File: src/design/mrc_pkg.sv
// Shared types, status codes and the CRC16 step for the Modbus RTU reply checker.
`timescale 1ns / 1ps

package mrc_pkg;

	// Frame status codes reported with a status beat.
	typedef enum logic [3:0] {
		ST_OK         = 4'd0,
		ST_EMPTY      = 4'd1,
		ST_SHORT      = 4'd2,
		ST_EXCEPTION  = 4'd3,
		ST_BAD_SLAVE  = 4'd4,
		ST_BAD_FUNC   = 4'd5,
		ST_BAD_COUNT  = 4'd6,
		ST_INCOMPLETE = 4'd7,
		ST_CRC        = 4'd8
	} status_t;

	// Configuration register indexes.
	localparam logic [1:0] REG_SLAVE_ADDR = 2'd0;
	localparam logic [1:0] REG_FUNC_CODE  = 2'd1;
	localparam logic [1:0] REG_REG_COUNT  = 2'd2;
	localparam logic [1:0] REG_CHECK_MODE = 2'd3;

	// Output beat kinds carried on tuser.
	localparam logic KIND_WORD   = 1'b0;
	localparam logic KIND_STATUS = 1'b1;

	// Input beat kinds carried on tuser.
	localparam logic FUNC_BYTE = 1'b0;
	localparam logic FUNC_EOF  = 1'b1;

	localparam logic MODE_READ = 1'b0;
	localparam logic MODE_ECHO = 1'b1;

	localparam logic [15:0] CRC_INIT = 16'hFFFF;
	localparam logic [15:0] CRC_POLY = 16'hA001;

	localparam int QUEUE_DEPTH = 4;

	typedef struct packed {
		logic [7:0] slave_addr;
		logic [7:0] func_code;
		logic [6:0] reg_count;
		logic       check_mode;
	} cfg_t;

	// One received byte folded into a reflected CRC16.
	function automatic logic [15:0] crc16_byte(input logic [15:0] crc, input logic [7:0] b);
		logic [15:0] c;
		c = crc ^ {8'h00, b};
		for (int k = 0; k < 8; k++) begin
			if (c[0]) begin
				c = (c >> 1) ^ CRC_POLY;
			end else begin
				c = c >> 1;
			end
		end
		return c;
	endfunction

endpackage

File: src/design/mrc_back.sv
// Back part: runs the CRC, captures header fields, emits words and the frame status.
`timescale 1ns / 1ps

module mrc_back #(
	parameter int PW = 9
) (
	input  logic                 clk,
	input  logic                 arst_n,
	input  mrc_pkg::cfg_t        cfg,
	input  logic                 q_valid,
	input  logic [PW+8:0]        q_item,
	output logic                 q_pop,
	output logic                 out_valid,
	input  logic                 out_ready,
	output logic                 out_kind,
	output logic [6:0]           out_reg_index,
	output logic [15:0]          out_reg_value,
	output logic [3:0]           out_status,
	output logic [7:0]           out_exception_code
);

	localparam int CW = (PW > 9) ? PW : 9;

	logic          item_eof;
	logic [7:0]    item_byte;
	logic [CW-1:0] pos;

	logic [15:0] crc_q;
	logic [7:0]  addr_q;
	logic [7:0]  func_q;
	logic [7:0]  third_q;
	logic [15:0] crc_rx_q;
	logic [7:0]  hold_q;

	logic        out_valid_q;
	logic        out_kind_q;
	logic [6:0]  out_index_q;
	logic [15:0] out_value_q;
	logic [3:0]  out_status_q;
	logic [7:0]  out_exc_q;

	logic             take;
	logic [CW-1:0]    cov_len;
	logic [CW-1:0]    pos_minus4;
	logic [15:0]      crc_next;
	logic             crc_bad;
	logic             exc_flag;
	logic             word_done;
	mrc_pkg::status_t status;

	assign item_eof  = q_item[0];
	assign item_byte = q_item[8:1];
	assign pos       = CW'(q_item[PW+8:9]);

	assign take  = q_valid && (!out_valid_q || out_ready);
	assign q_pop = take;

	assign cov_len    = (cfg.check_mode == mrc_pkg::MODE_ECHO) ? CW'(6)
		: CW'(3) + CW'({cfg.reg_count, 1'b0});
	assign pos_minus4 = pos - CW'(4);
	assign crc_next   = mrc_pkg::crc16_byte(crc_q, item_byte);
	assign crc_bad    = (crc_rx_q != crc_q);
	assign exc_flag   = func_q[7];

	// A register word completes on every second byte of the data area in read mode.
	assign word_done = (cfg.check_mode == mrc_pkg::MODE_READ) && (pos < cov_len)
		&& (pos >= CW'(4)) && !pos[0];

	always_comb begin
		status = mrc_pkg::ST_OK;
		if (pos == '0) begin
			status = mrc_pkg::ST_EMPTY;
		end else if (cfg.check_mode == mrc_pkg::MODE_ECHO) begin
			if (pos >= CW'(5) && exc_flag) begin
				status = mrc_pkg::ST_EXCEPTION;
			end else if (pos < CW'(8)) begin
				status = mrc_pkg::ST_SHORT;
			end else if (crc_bad) begin
				status = mrc_pkg::ST_CRC;
			end else if (addr_q != cfg.slave_addr) begin
				status = mrc_pkg::ST_BAD_SLAVE;
			end else if (func_q != cfg.func_code) begin
				status = mrc_pkg::ST_BAD_FUNC;
			end
		end else begin
			if (pos < CW'(5)) begin
				status = mrc_pkg::ST_SHORT;
			end else if (exc_flag) begin
				status = mrc_pkg::ST_EXCEPTION;
			end else if (addr_q != cfg.slave_addr) begin
				status = mrc_pkg::ST_BAD_SLAVE;
			end else if (func_q != cfg.func_code) begin
				status = mrc_pkg::ST_BAD_FUNC;
			end else if (third_q != {cfg.reg_count, 1'b0}) begin
				status = mrc_pkg::ST_BAD_COUNT;
			end else if (pos < cov_len + CW'(2)) begin
				status = mrc_pkg::ST_INCOMPLETE;
			end else if (crc_bad) begin
				status = mrc_pkg::ST_CRC;
			end
		end
	end

	// Frame state.
	always_ff @(posedge clk or negedge arst_n) begin
		if (!arst_n) begin
			crc_q    <= mrc_pkg::CRC_INIT;
			addr_q   <= '0;
			func_q   <= '0;
			third_q  <= '0;
			crc_rx_q <= '0;
			hold_q   <= '0;
		end else if (take) begin
			if (item_eof) begin
				crc_q    <= mrc_pkg::CRC_INIT;
				addr_q   <= '0;
				func_q   <= '0;
				third_q  <= '0;
				crc_rx_q <= '0;
				hold_q   <= '0;
			end else begin
				if (pos == CW'(0)) begin
					addr_q <= item_byte;
				end
				if (pos == CW'(1)) begin
					func_q <= item_byte;
				end
				if (pos == CW'(2)) begin
					third_q <= item_byte;
				end
				if (pos < cov_len) begin
					crc_q <= crc_next;
					if (cfg.check_mode == mrc_pkg::MODE_READ && pos >= CW'(3) && pos[0]) begin
						hold_q <= item_byte;
					end
				end else if (pos == cov_len) begin
					crc_rx_q[7:0] <= item_byte;
				end else if (pos == cov_len + CW'(1)) begin
					crc_rx_q[15:8] <= item_byte;
				end
			end
		end
	end

	// Output register: holds a finished beat until the receiver takes it; no item is taken while it waits.
	always_ff @(posedge clk or negedge arst_n) begin
		if (!arst_n) begin
			out_valid_q <= 1'b0;
		end else if (take) begin
			out_valid_q <= item_eof || word_done;
		end else if (out_ready) begin
			out_valid_q <= 1'b0;
		end
	end

	always_ff @(posedge clk) begin
		if (take) begin
			if (item_eof) begin
				out_kind_q   <= mrc_pkg::KIND_STATUS;
				out_index_q  <= '0;
				out_value_q  <= '0;
				out_status_q <= status;
				out_exc_q    <= (status == mrc_pkg::ST_EXCEPTION) ? third_q : 8'h00;
			end else begin
				out_kind_q   <= mrc_pkg::KIND_WORD;
				out_index_q  <= pos_minus4[7:1];
				out_value_q  <= {hold_q, item_byte};
				out_status_q <= mrc_pkg::ST_OK;
				out_exc_q    <= '0;
			end
		end
	end

	assign out_valid          = out_valid_q;
	assign out_kind           = out_kind_q;
	assign out_reg_index      = out_index_q;
	assign out_reg_value      = out_value_q;
	assign out_status         = out_status_q;
	assign out_exception_code = out_exc_q;

endmodule

File: config.mk
export PLATFORM = sky130hd
export DESIGN_NAME = mrc_back
export DESIGN_NICKNAME = d
export VERILOG_FILES = /design/src/design/mrc_pkg.sv /design/src/design/mrc_back.sv
export SDC_FILE = /design/constraint.sdc
export NUM_CORES = 1
export LEC_CHECK = 0
export BUFFER_PORTS_ARGS = -buffer_cell sky130_fd_sc_hd__buf_2
export CORE_MARGIN = 4
export CORE_UTILIZATION = 52
export CTS_BUF_LIST = sky130_fd_sc_hd__clkbuf_8 sky130_fd_sc_hd__clkbuf_16
export DETAILED_ROUTE_END_ITERATION = 10
export GPL_ROUTABILITY_DRIVEN = 0
export HOLD_SLACK_MARGIN = 0.02
export PLACE_DENSITY = 0.77
export SETUP_SLACK_MARGIN = 0.1
export SYNTH_ARGS = -nofsm -noshare
export SYNTH_HDL_FRONTEND = slang
export SYNTH_SLANG_ARGS = --single-unit
File: constraint.sdc
create_clock -name clk -period 2.2 [get_ports clk]
set_input_delay 0.55 -clock clk [delete_from_list [all_inputs] [get_ports clk]]
set_output_delay 0.55 -clock clk [all_outputs]
set_load 0.01 [all_outputs]
[Word level (Yosys, flattened, before mapping)]
Index checks and enable logic that the tools add are counted.
Storage, ports and cells
  output and inout port bits: 38
  flip-flop bits (word level): 101
  word-level logic and storage cells: 115
Cells by class
  equal/unequal tests: 11
  $lt $le $gt $ge: 7
  bitwise operators: 10
  add/sub/neg operators: 4
  multiplexer cells: 42
  reductions and logical operators: 28
Operators with widths (number)
  $mux W16: 12
  $mux W8: 12
  $mux W4: 12
  $ne A8 B8 Y1: 3
  $not A2 Y3: 8
  $eq A9 B9 Y1: 2
  $ge A9 B3 Y1 const B: 2
  $lt A9 B9 Y1: 2
  $ne A16 B16 Y1: 1
  $reduce_bool A2 Y1: 8
  $xor A16 B8 Y16: 1
  $reduce_and A2 Y1: 5
  $add A2 B8 Y9 const A: 1
  $add A9 B1 Y9 const B: 1
  $add A9 B2 Y9 const B: 1
  $eq A9 B1 Y1 const B: 1
  $eq A9 B2 Y1 const B: 1
  $ge A9 B2 Y1 const B: 1
  $logic_not A9 Y1: 1
  $lt A9 B3 Y1 const B: 1
  $lt A9 B4 Y1 const B: 1
  $mux W9: 1
  $sub A8 B3 Y8 const B: 1
  $logic_and A1 B1 Y1: 7
  other kinds (9): 16

[Depth between registers and ports, before layout]
  depth after elaboration: 19
  gate-level depth with buffers: 14
  depth with buffers taken out: 14

[Least setup slack after synthesis]
No wires, ideal clock.
  kind: input-to-reg
  start point: input port cfg[1] (netlist bit)
  end point: register out_status_q[3], in the netlist out_status[3], data pin
  data required time: 1923 ps
  arrival time: 2856 ps
  setup slack: -933 ps
  cell stages on the path: 13
  cell sequence: ha_1 -> or2_2 -> ha_1 -> nand4b_1 -> a21oi_1 -> xnor2_1 -> ha_1 -> o21a_1 -> o211ai_1 -> a21oi_1 -> o21ai_0 -> nand3b_1 -> a211oi_1
Between the ends
  longest elaborated chain between the ends: 12
Ends and longest elaborated chain
  start: declaration: RTL line mrc_back.sv:9  | input mrc_pkg::cfg_t cfg,
  $add A2 B8 Y9: RTL line mrc_back.sv:59  | : CW'(3) + CW'({cfg.reg_count, 1'b0});
  $mux W9: RTL line mrc_back.sv:58  | assign cov_len = (cfg.check_mode == mrc_pkg::MODE_ECHO) ? CW'(6)
  $add A9 B2 Y9: RTL line mrc_back.sv:96  | end else if (pos < cov_len + CW'(2)) begin
  $lt A9 B9 Y1: RTL line mrc_back.sv:96
  $mux W4: RTL line mrc_back.sv:96
  $mux W4 *: RTL line mrc_back.sv:94  | end else if (third_q != {cfg.reg_count, 1'b0}) begin
  $mux W4 *: RTL line mrc_back.sv:92  | end else if (func_q != cfg.func_code) begin
  $mux W4 *: RTL line mrc_back.sv:90  | end else if (addr_q != cfg.slave_addr) begin
  $mux W4 *: RTL line mrc_back.sv:88  | end else if (exc_flag) begin
  $mux W4 *: RTL line mrc_back.sv:86  | if (pos < CW'(5)) begin
  $mux W4 *: RTL line mrc_back.sv:73  | end else if (cfg.check_mode == mrc_pkg::MODE_ECHO) begin
  $mux W4 *: RTL line mrc_back.sv:71  | if (pos == '0) begin
  end signal: assignment: RTL line mrc_back.sv:162  | out_status_q <= status;
  end signal: assignment: RTL line mrc_back.sv:168  | out_status_q <= mrc_pkg::ST_OK;
  end: declaration: RTL line mrc_back.sv:39  | logic [3:0] out_status_q;
Mark *: on every way between the ends. The rest lies on a longest branch, timed or not.
A chain may end at the register's enable or synchronous reset.

[Worst setup path after layout]
  start point: input port cfg[1] (netlist bit)
  end point: register crc_rx_q[8]
Between the ends
  longest elaborated chain between the ends: 6
Ends and longest elaborated chain
  $add A2 B8 Y9 *: RTL line mrc_back.sv:59
  $mux W9 *: RTL line mrc_back.sv:58
  $add A9 B1 Y9: RTL line mrc_back.sv:138  | end else if (pos == cov_len + CW'(1)) begin
  $eq A9 B9 Y1: RTL line mrc_back.sv:138
  $reduce_bool A2 Y1 (no line)
  $reduce_and A4 Y1 (no line) *
  end signal: assignment: RTL line mrc_back.sv:139  | crc_rx_q[15:8] <= item_byte;
  end: declaration: RTL line mrc_back.sv:32  | logic [15:0] crc_rx_q;
Marked as above.

==> impl_results.html <==
<table>
<tr><th>Metric</th><th>Value</th></tr>
<tr><th colspan="2">Run status</th></tr>
<tr><td>Result of the run</td><td>complete, but fails checks</td></tr>
<tr><td>Failing checks</td><td>setup timing</td></tr>
<tr><th colspan="2">Critical path</th></tr>
<tr><td>Element type at the critical path start</td><td>input port</td></tr>
<tr><td>Worst path arrival time</td><td>3.15 ns</td></tr>
<tr><td>Critical path start-end classification</td><td>input port to register</td></tr>
<tr><td>Worst Setup End Kind</td><td>register</td></tr>
<tr><td>Highest net fanout along the worst path</td><td>8</td></tr>
<tr><td>Required time at the worst-slack endpoint</td><td>2.47 ns</td></tr>
<tr><th colspan="2">Global routing</th></tr>
<tr><td>First-pass GRT wire length</td><td>24200 um</td></tr>
<tr><td>Met2 routing resource usage after global routing</td><td>40.1%</td></tr>
<tr><td>Grt met3 use</td><td>4.57%</td></tr>
<tr><td>Layer carrying the most global-route usage</td><td>met2</td></tr>
<tr><td>Vias in the first global route</td><td>4792</td></tr>
<tr><td>Maximum number of pins on one net before global-route repair</td><td>66</td></tr>
<tr><td>Total congestion overflow</td><td>0</td></tr>
<tr><td>Fraction of met1 tracks used by global routing</td><td>32.7%</td></tr>
<tr><td>Initial antenna violation count</td><td>0</td></tr>
<tr><td>Total global-route track usage</td><td>24.1%</td></tr>
<tr><th colspan="2">Die</th></tr>
<tr><td>Starting density of the core</td><td>53.7%</td></tr>
<tr><td>Die Span X</td><td>112 um</td></tr>
<tr><td>Placeable Area</td><td>10400 um2</td></tr>
<tr><td>Height of the die</td><td>112 um</td></tr>
<tr><td>Die Outline Area</td><td>12500 um2</td></tr>
<tr><td>Number of I/O pins</td><td>84</td></tr>
<tr><td>Number of cell rows</td><td>37</td></tr>
<tr><th colspan="2">Synthesis</th></tr>
<tr><td>Register area share after synthesis</td><td>48.7%</td></tr>
<tr><td>Cell count after synthesis</td><td>482</td></tr>
<tr><td>Register bit count reported by yosys</td><td>101</td></tr>
<tr><td>Net count after synthesis</td><td>550</td></tr>
<tr><td>Portion of synthesized cell area occupied by the leading cell type</td><td>21.9%</td></tr>
<tr><td>Cell types with the largest area share after synthesis</td><td>dfrtp_1 (22%), edfxtp_1 (19%), xnor2_1 (9.1%)</td></tr>
<tr><td>Synth warnings</td><td>0</td></tr>
<tr><td>Mapped Avg Cell Area</td><td>11.6 um2</td></tr>
<tr><td>Post-synthesis cell type with the largest combined area</td><td>dfrtp_1</td></tr>
<tr><td>Post-synthesis async set-or-reset flop share</td><td>64.4%</td></tr>
<tr><td>Synth Cell Area</td><td>5600 um2</td></tr>
<tr><td>Main flop type after synthesis</td><td>dfrtp_1</td></tr>
<tr><td>Count of flip-flops with a built-in enable after synthesis</td><td>36</td></tr>
<tr><td>Cell variety after synth</td><td>66</td></tr>
<tr><th colspan="2">Power and ir drop</th></tr>
<tr><td>Final Power</td><td>5.32 mW</td></tr>
<tr><td>Worst voltage drop across the vdd grid</td><td>0.000593 V</td></tr>
<tr><td>Clock network power share</td><td>22.3%</td></tr>
<tr><td>Net switching power</td><td>1.70 mW</td></tr>
<tr><td>Total power divided by cell area</td><td>672 nW/um2</td></tr>
<tr><td>Static leakage</td><td>3.47 nW</td></tr>
<tr><td>Internal Power</td><td>3.62 mW</td></tr>
<tr><td>Switching share of power</td><td>31.9%</td></tr>
<tr><td>Proportion of power drawn by combinational gates</td><td>32.4%</td></tr>
<tr><td>Sequential share of power</td><td>45.3%</td></tr>
<tr><th colspan="2">Finish</th></tr>
<tr><td>Layout cell share with drive strength beyond 1</td><td>51.4%</td></tr>
<tr><td>Diode count</td><td>0</td></tr>
<tr><td>Seq. cell area</td><td>2730 um2</td></tr>
<tr><td>Number of non-filler instances in the completed layout</td><td>828</td></tr>
<tr><td>Layout Area Growth over Synthesis</td><td>41.4%</td></tr>
<tr><td>Finished Cell Area</td><td>7910 um2</td></tr>
<tr><td>Area occupied by multi-input gates</td><td>3230 um2</td></tr>
<tr><td>Total Nets Final</td><td>755</td></tr>
<tr><td>Fillcell total</td><td>610</td></tr>
<tr><td>Most common cell after layout, fill and taps aside</td><td>buf_4</td></tr>
<tr><td>Most frequent cells in the layout</td><td>buf_4 (110), buf_2 (80), xnor2_1 (52)</td></tr>
<tr><th colspan="2">Timing</th></tr>
<tr><td>Number of pins with negative max-slew slack in the final report</td><td>0</td></tr>
<tr><td>Final worst-path setup slack</td><td>-0.680 ns</td></tr>
<tr><td>Final period util</td><td>131%</td></tr>
<tr><td>Worst clock skew</td><td>0.00707 ns</td></tr>
<tr><td>Final hold viol count</td><td>0</td></tr>
<tr><td>Final setup viols</td><td>53</td></tr>
<tr><td>Upper clock frequency limit</td><td>0.347 GHz</td></tr>
<tr><td>Relative max-transition margin</td><td>71.5%</td></tr>
<tr><td>Transition time at the pin with the least slew margin</td><td>0.427 ns</td></tr>
<tr><td>Unrepaired setup endpoints after global routing</td><td>yes</td></tr>
<tr><td>Tmin final</td><td>2.88 ns</td></tr>
<tr><th colspan="2">Route</th></tr>
<tr><td>Post-route antenna net violation count</td><td>0</td></tr>
<tr><td>Iteration count of the initial detailed-routing pass</td><td>5</td></tr>
<tr><td>Residual DRC count</td><td>0</td></tr>
<tr><td>Via count</td><td>4672</td></tr>
<tr><td>DRC marker count from the first detailed-route iteration</td><td>308</td></tr>
<tr><td>Wire length reported by the detailed router</td><td>16000 um</td></tr>
<tr><td>Via density per instance</td><td>5.64</td></tr>
<tr><td>Average routed wire per standard cell</td><td>19.3 um</td></tr>
<tr><th colspan="2">CTS</th></tr>
<tr><td>TritonCTS clock tree</td><td>built</td></tr>
<tr><td>CTS sink cnt</td><td>101</td></tr>
<tr><td>Clk root buf</td><td>clkbuf_8</td></tr>
<tr><td>Worst-path clk slew</td><td>0.11 ns</td></tr>
<tr><td># H-tree levels</td><td>3</td></tr>
<tr><td>CTS max path bufs</td><td>2</td></tr>
<tr><td>Total of hold buffers inserted after clock tree synthesis</td><td>0</td></tr>
<tr><td>Skew-Pair Late Insertion Delay</td><td>0.38 ns</td></tr>
<tr><td>Number of CTS-inserted buffers</td><td>9</td></tr>
<tr><th colspan="2">Placement</th></tr>
<tr><td>Cell count after placement</td><td>796</td></tr>
<tr><td>Dpl hpwl</td><td>10600 um</td></tr>
<tr><td>Number of buffer cells added on primary ports</td><td>83</td></tr>
<tr><td>Cell area reported after detailed placement</td><td>7220 um2</td></tr>
<tr><th colspan="2">Job</th></tr>
<tr><td>Number of maximum-capacitance violations</td><td>0</td></tr>
<tr><th colspan="2">Min path</th></tr>
<tr><td>Classification of the worst-slack hold path</td><td>input port to asynchronous set/reset pin</td></tr>
</table>
[cells by family after synthesis]
family	after synthesis	synth area share, %
AND/OR/NAND/NOR	133	13.4
flip-flops	101	48.7
XOR/XNOR	80	13.3
AO/OA/AOI/OAI	79	10.4
buffers and inverters	34	2.64
multiplexers	33	6.62
adder cells (fa/ha/maj)	22	4.92
[power by group through the flow]
stage / Combinational [mW] / Sequential (mW) / Clock, mW
2_1_floorplan: 0.923 / 2.44 / 0
3_3_place_gp: 1.50 / 2.43 / 0
3_5_place_dp: 1.56 / 2.44 / 0
4_1_cts: 1.62 / 2.40 / 1.19
5_1_grt: 1.86 / 2.44 / 1.29
6_report: 1.72 / 2.41 / 1.19
[worst paths after layout]
kind,from,to,slack [ns],cells past startpoint
setup / recovery,cfg[1],crc_rx_q[8],-0.68,15
hold / removal,arst_n,crc_rx_q[2],0.17,2
setup reg to reg,crc_q[9],out_exception_code[7],-0.10,10
hold reg to reg,hold_q[7],hold_q[7],0.52,1
max in group asynchronous,arst_n,crc_q[6],1.72,2
min in group clk,out_ready,out_valid,0.44,3
[metal layers]
metal	part of all wire (%)	up-vias
li1	-	2126
met1	41	2282
met5	0	-
met2	49	226
met3	7.3	38
met4	2.3	0
[per-stage QoR]
stage	setup WS, ns	setup TNS (ns)	util [%]	hold slack, ns
CTS	-0.498	-18.75	73.4	0.178
global placement	-0.884	-37.06	69.3	0.485
global route	-0.733	-29.69	76.0	0.187
detailed placement	-1.06	-41.76	69.3	0.494
floorplan	-0.675	-24.35	-	0.254
finish	-0.680	-25.86	76.0	0.173
[cells in the mapped netlist (2+ instances only)]
cell       instances
nand4b_1           3
nand2_1           29
xor2_1            19
nor2_1            22
o21a_1             3
o22a_1            15
a21oi_1           11
dfstp_2           16
o21ai_1            6
dfrtp_1           49
nor2b_1           18
and2_1            10
a211oi_1           2
clkbuf_1           9
a31oi_1            3
and3_1             2
o2bb2ai_1          8
ha_1              22
inv_1             20
xnor2_1           58
edfxtp_1          36
o21ai_0            9
nor3_1             4
a21o_1             5
nand4_1           10
nand3b_1           2
xnor3_1            3
buf_6              2
mux2_1             8
or2_2              3
nand2b_1           3
nor4_1             4
or3_1              3
nand3_1            6
nor2_2             5
mux2_2            24
[area by class of cell]
| class | count | area share [%] |
|---|---|---|
| multi-input cells | 347 | 40.8 |
| flip-flops and latches | 101 | 34.5 |
| repair buffers | 207 | 19.0 |
| well taps | 136 | 2.15 |
| clock buffers | 9 | 1.57 |
| inverters | 21 | 1.04 |
| clock inverters | 7 | 1.01 |
[repair_timing]
item / 4_1_cts / 5_1_grt
buffers inserted: 9 / 6
pin swaps: 29 / 41
cloned: 1 / 1
endpoints found under the setup margin: 53 / 53
hold endpoints to repair: 0 / 0
resized for setup: 36 / 49
[worst max-delay path, stage by stage]
cell	delay (ns)
buf_8	0.08
ha_4	0.18
nand3_4	0.10
nor2_4	0.16
xnor2_2	0.12
or2_4	0.25
ha_4	0.28
nand4_1	0.16
o211a_1	0.28
nand4b_1	0.17
a21oi_1	0.14
nor4b_4	0.20
buf_4	0.18
o21ai_4	0.11
o2bb2ai_2	0.17
[state kept, by name, indices dropped and copies added, names as in the netlist, 7 cells and up]
register,cells
crc_q,16
crc_rx_q,16
out_reg_value,16
addr_q,8
func_q,8
hold_q,8
out_exception_code,8
third_q,8
out_reg_index,7
Note: power is estimated with default switching activity, not from simulation.
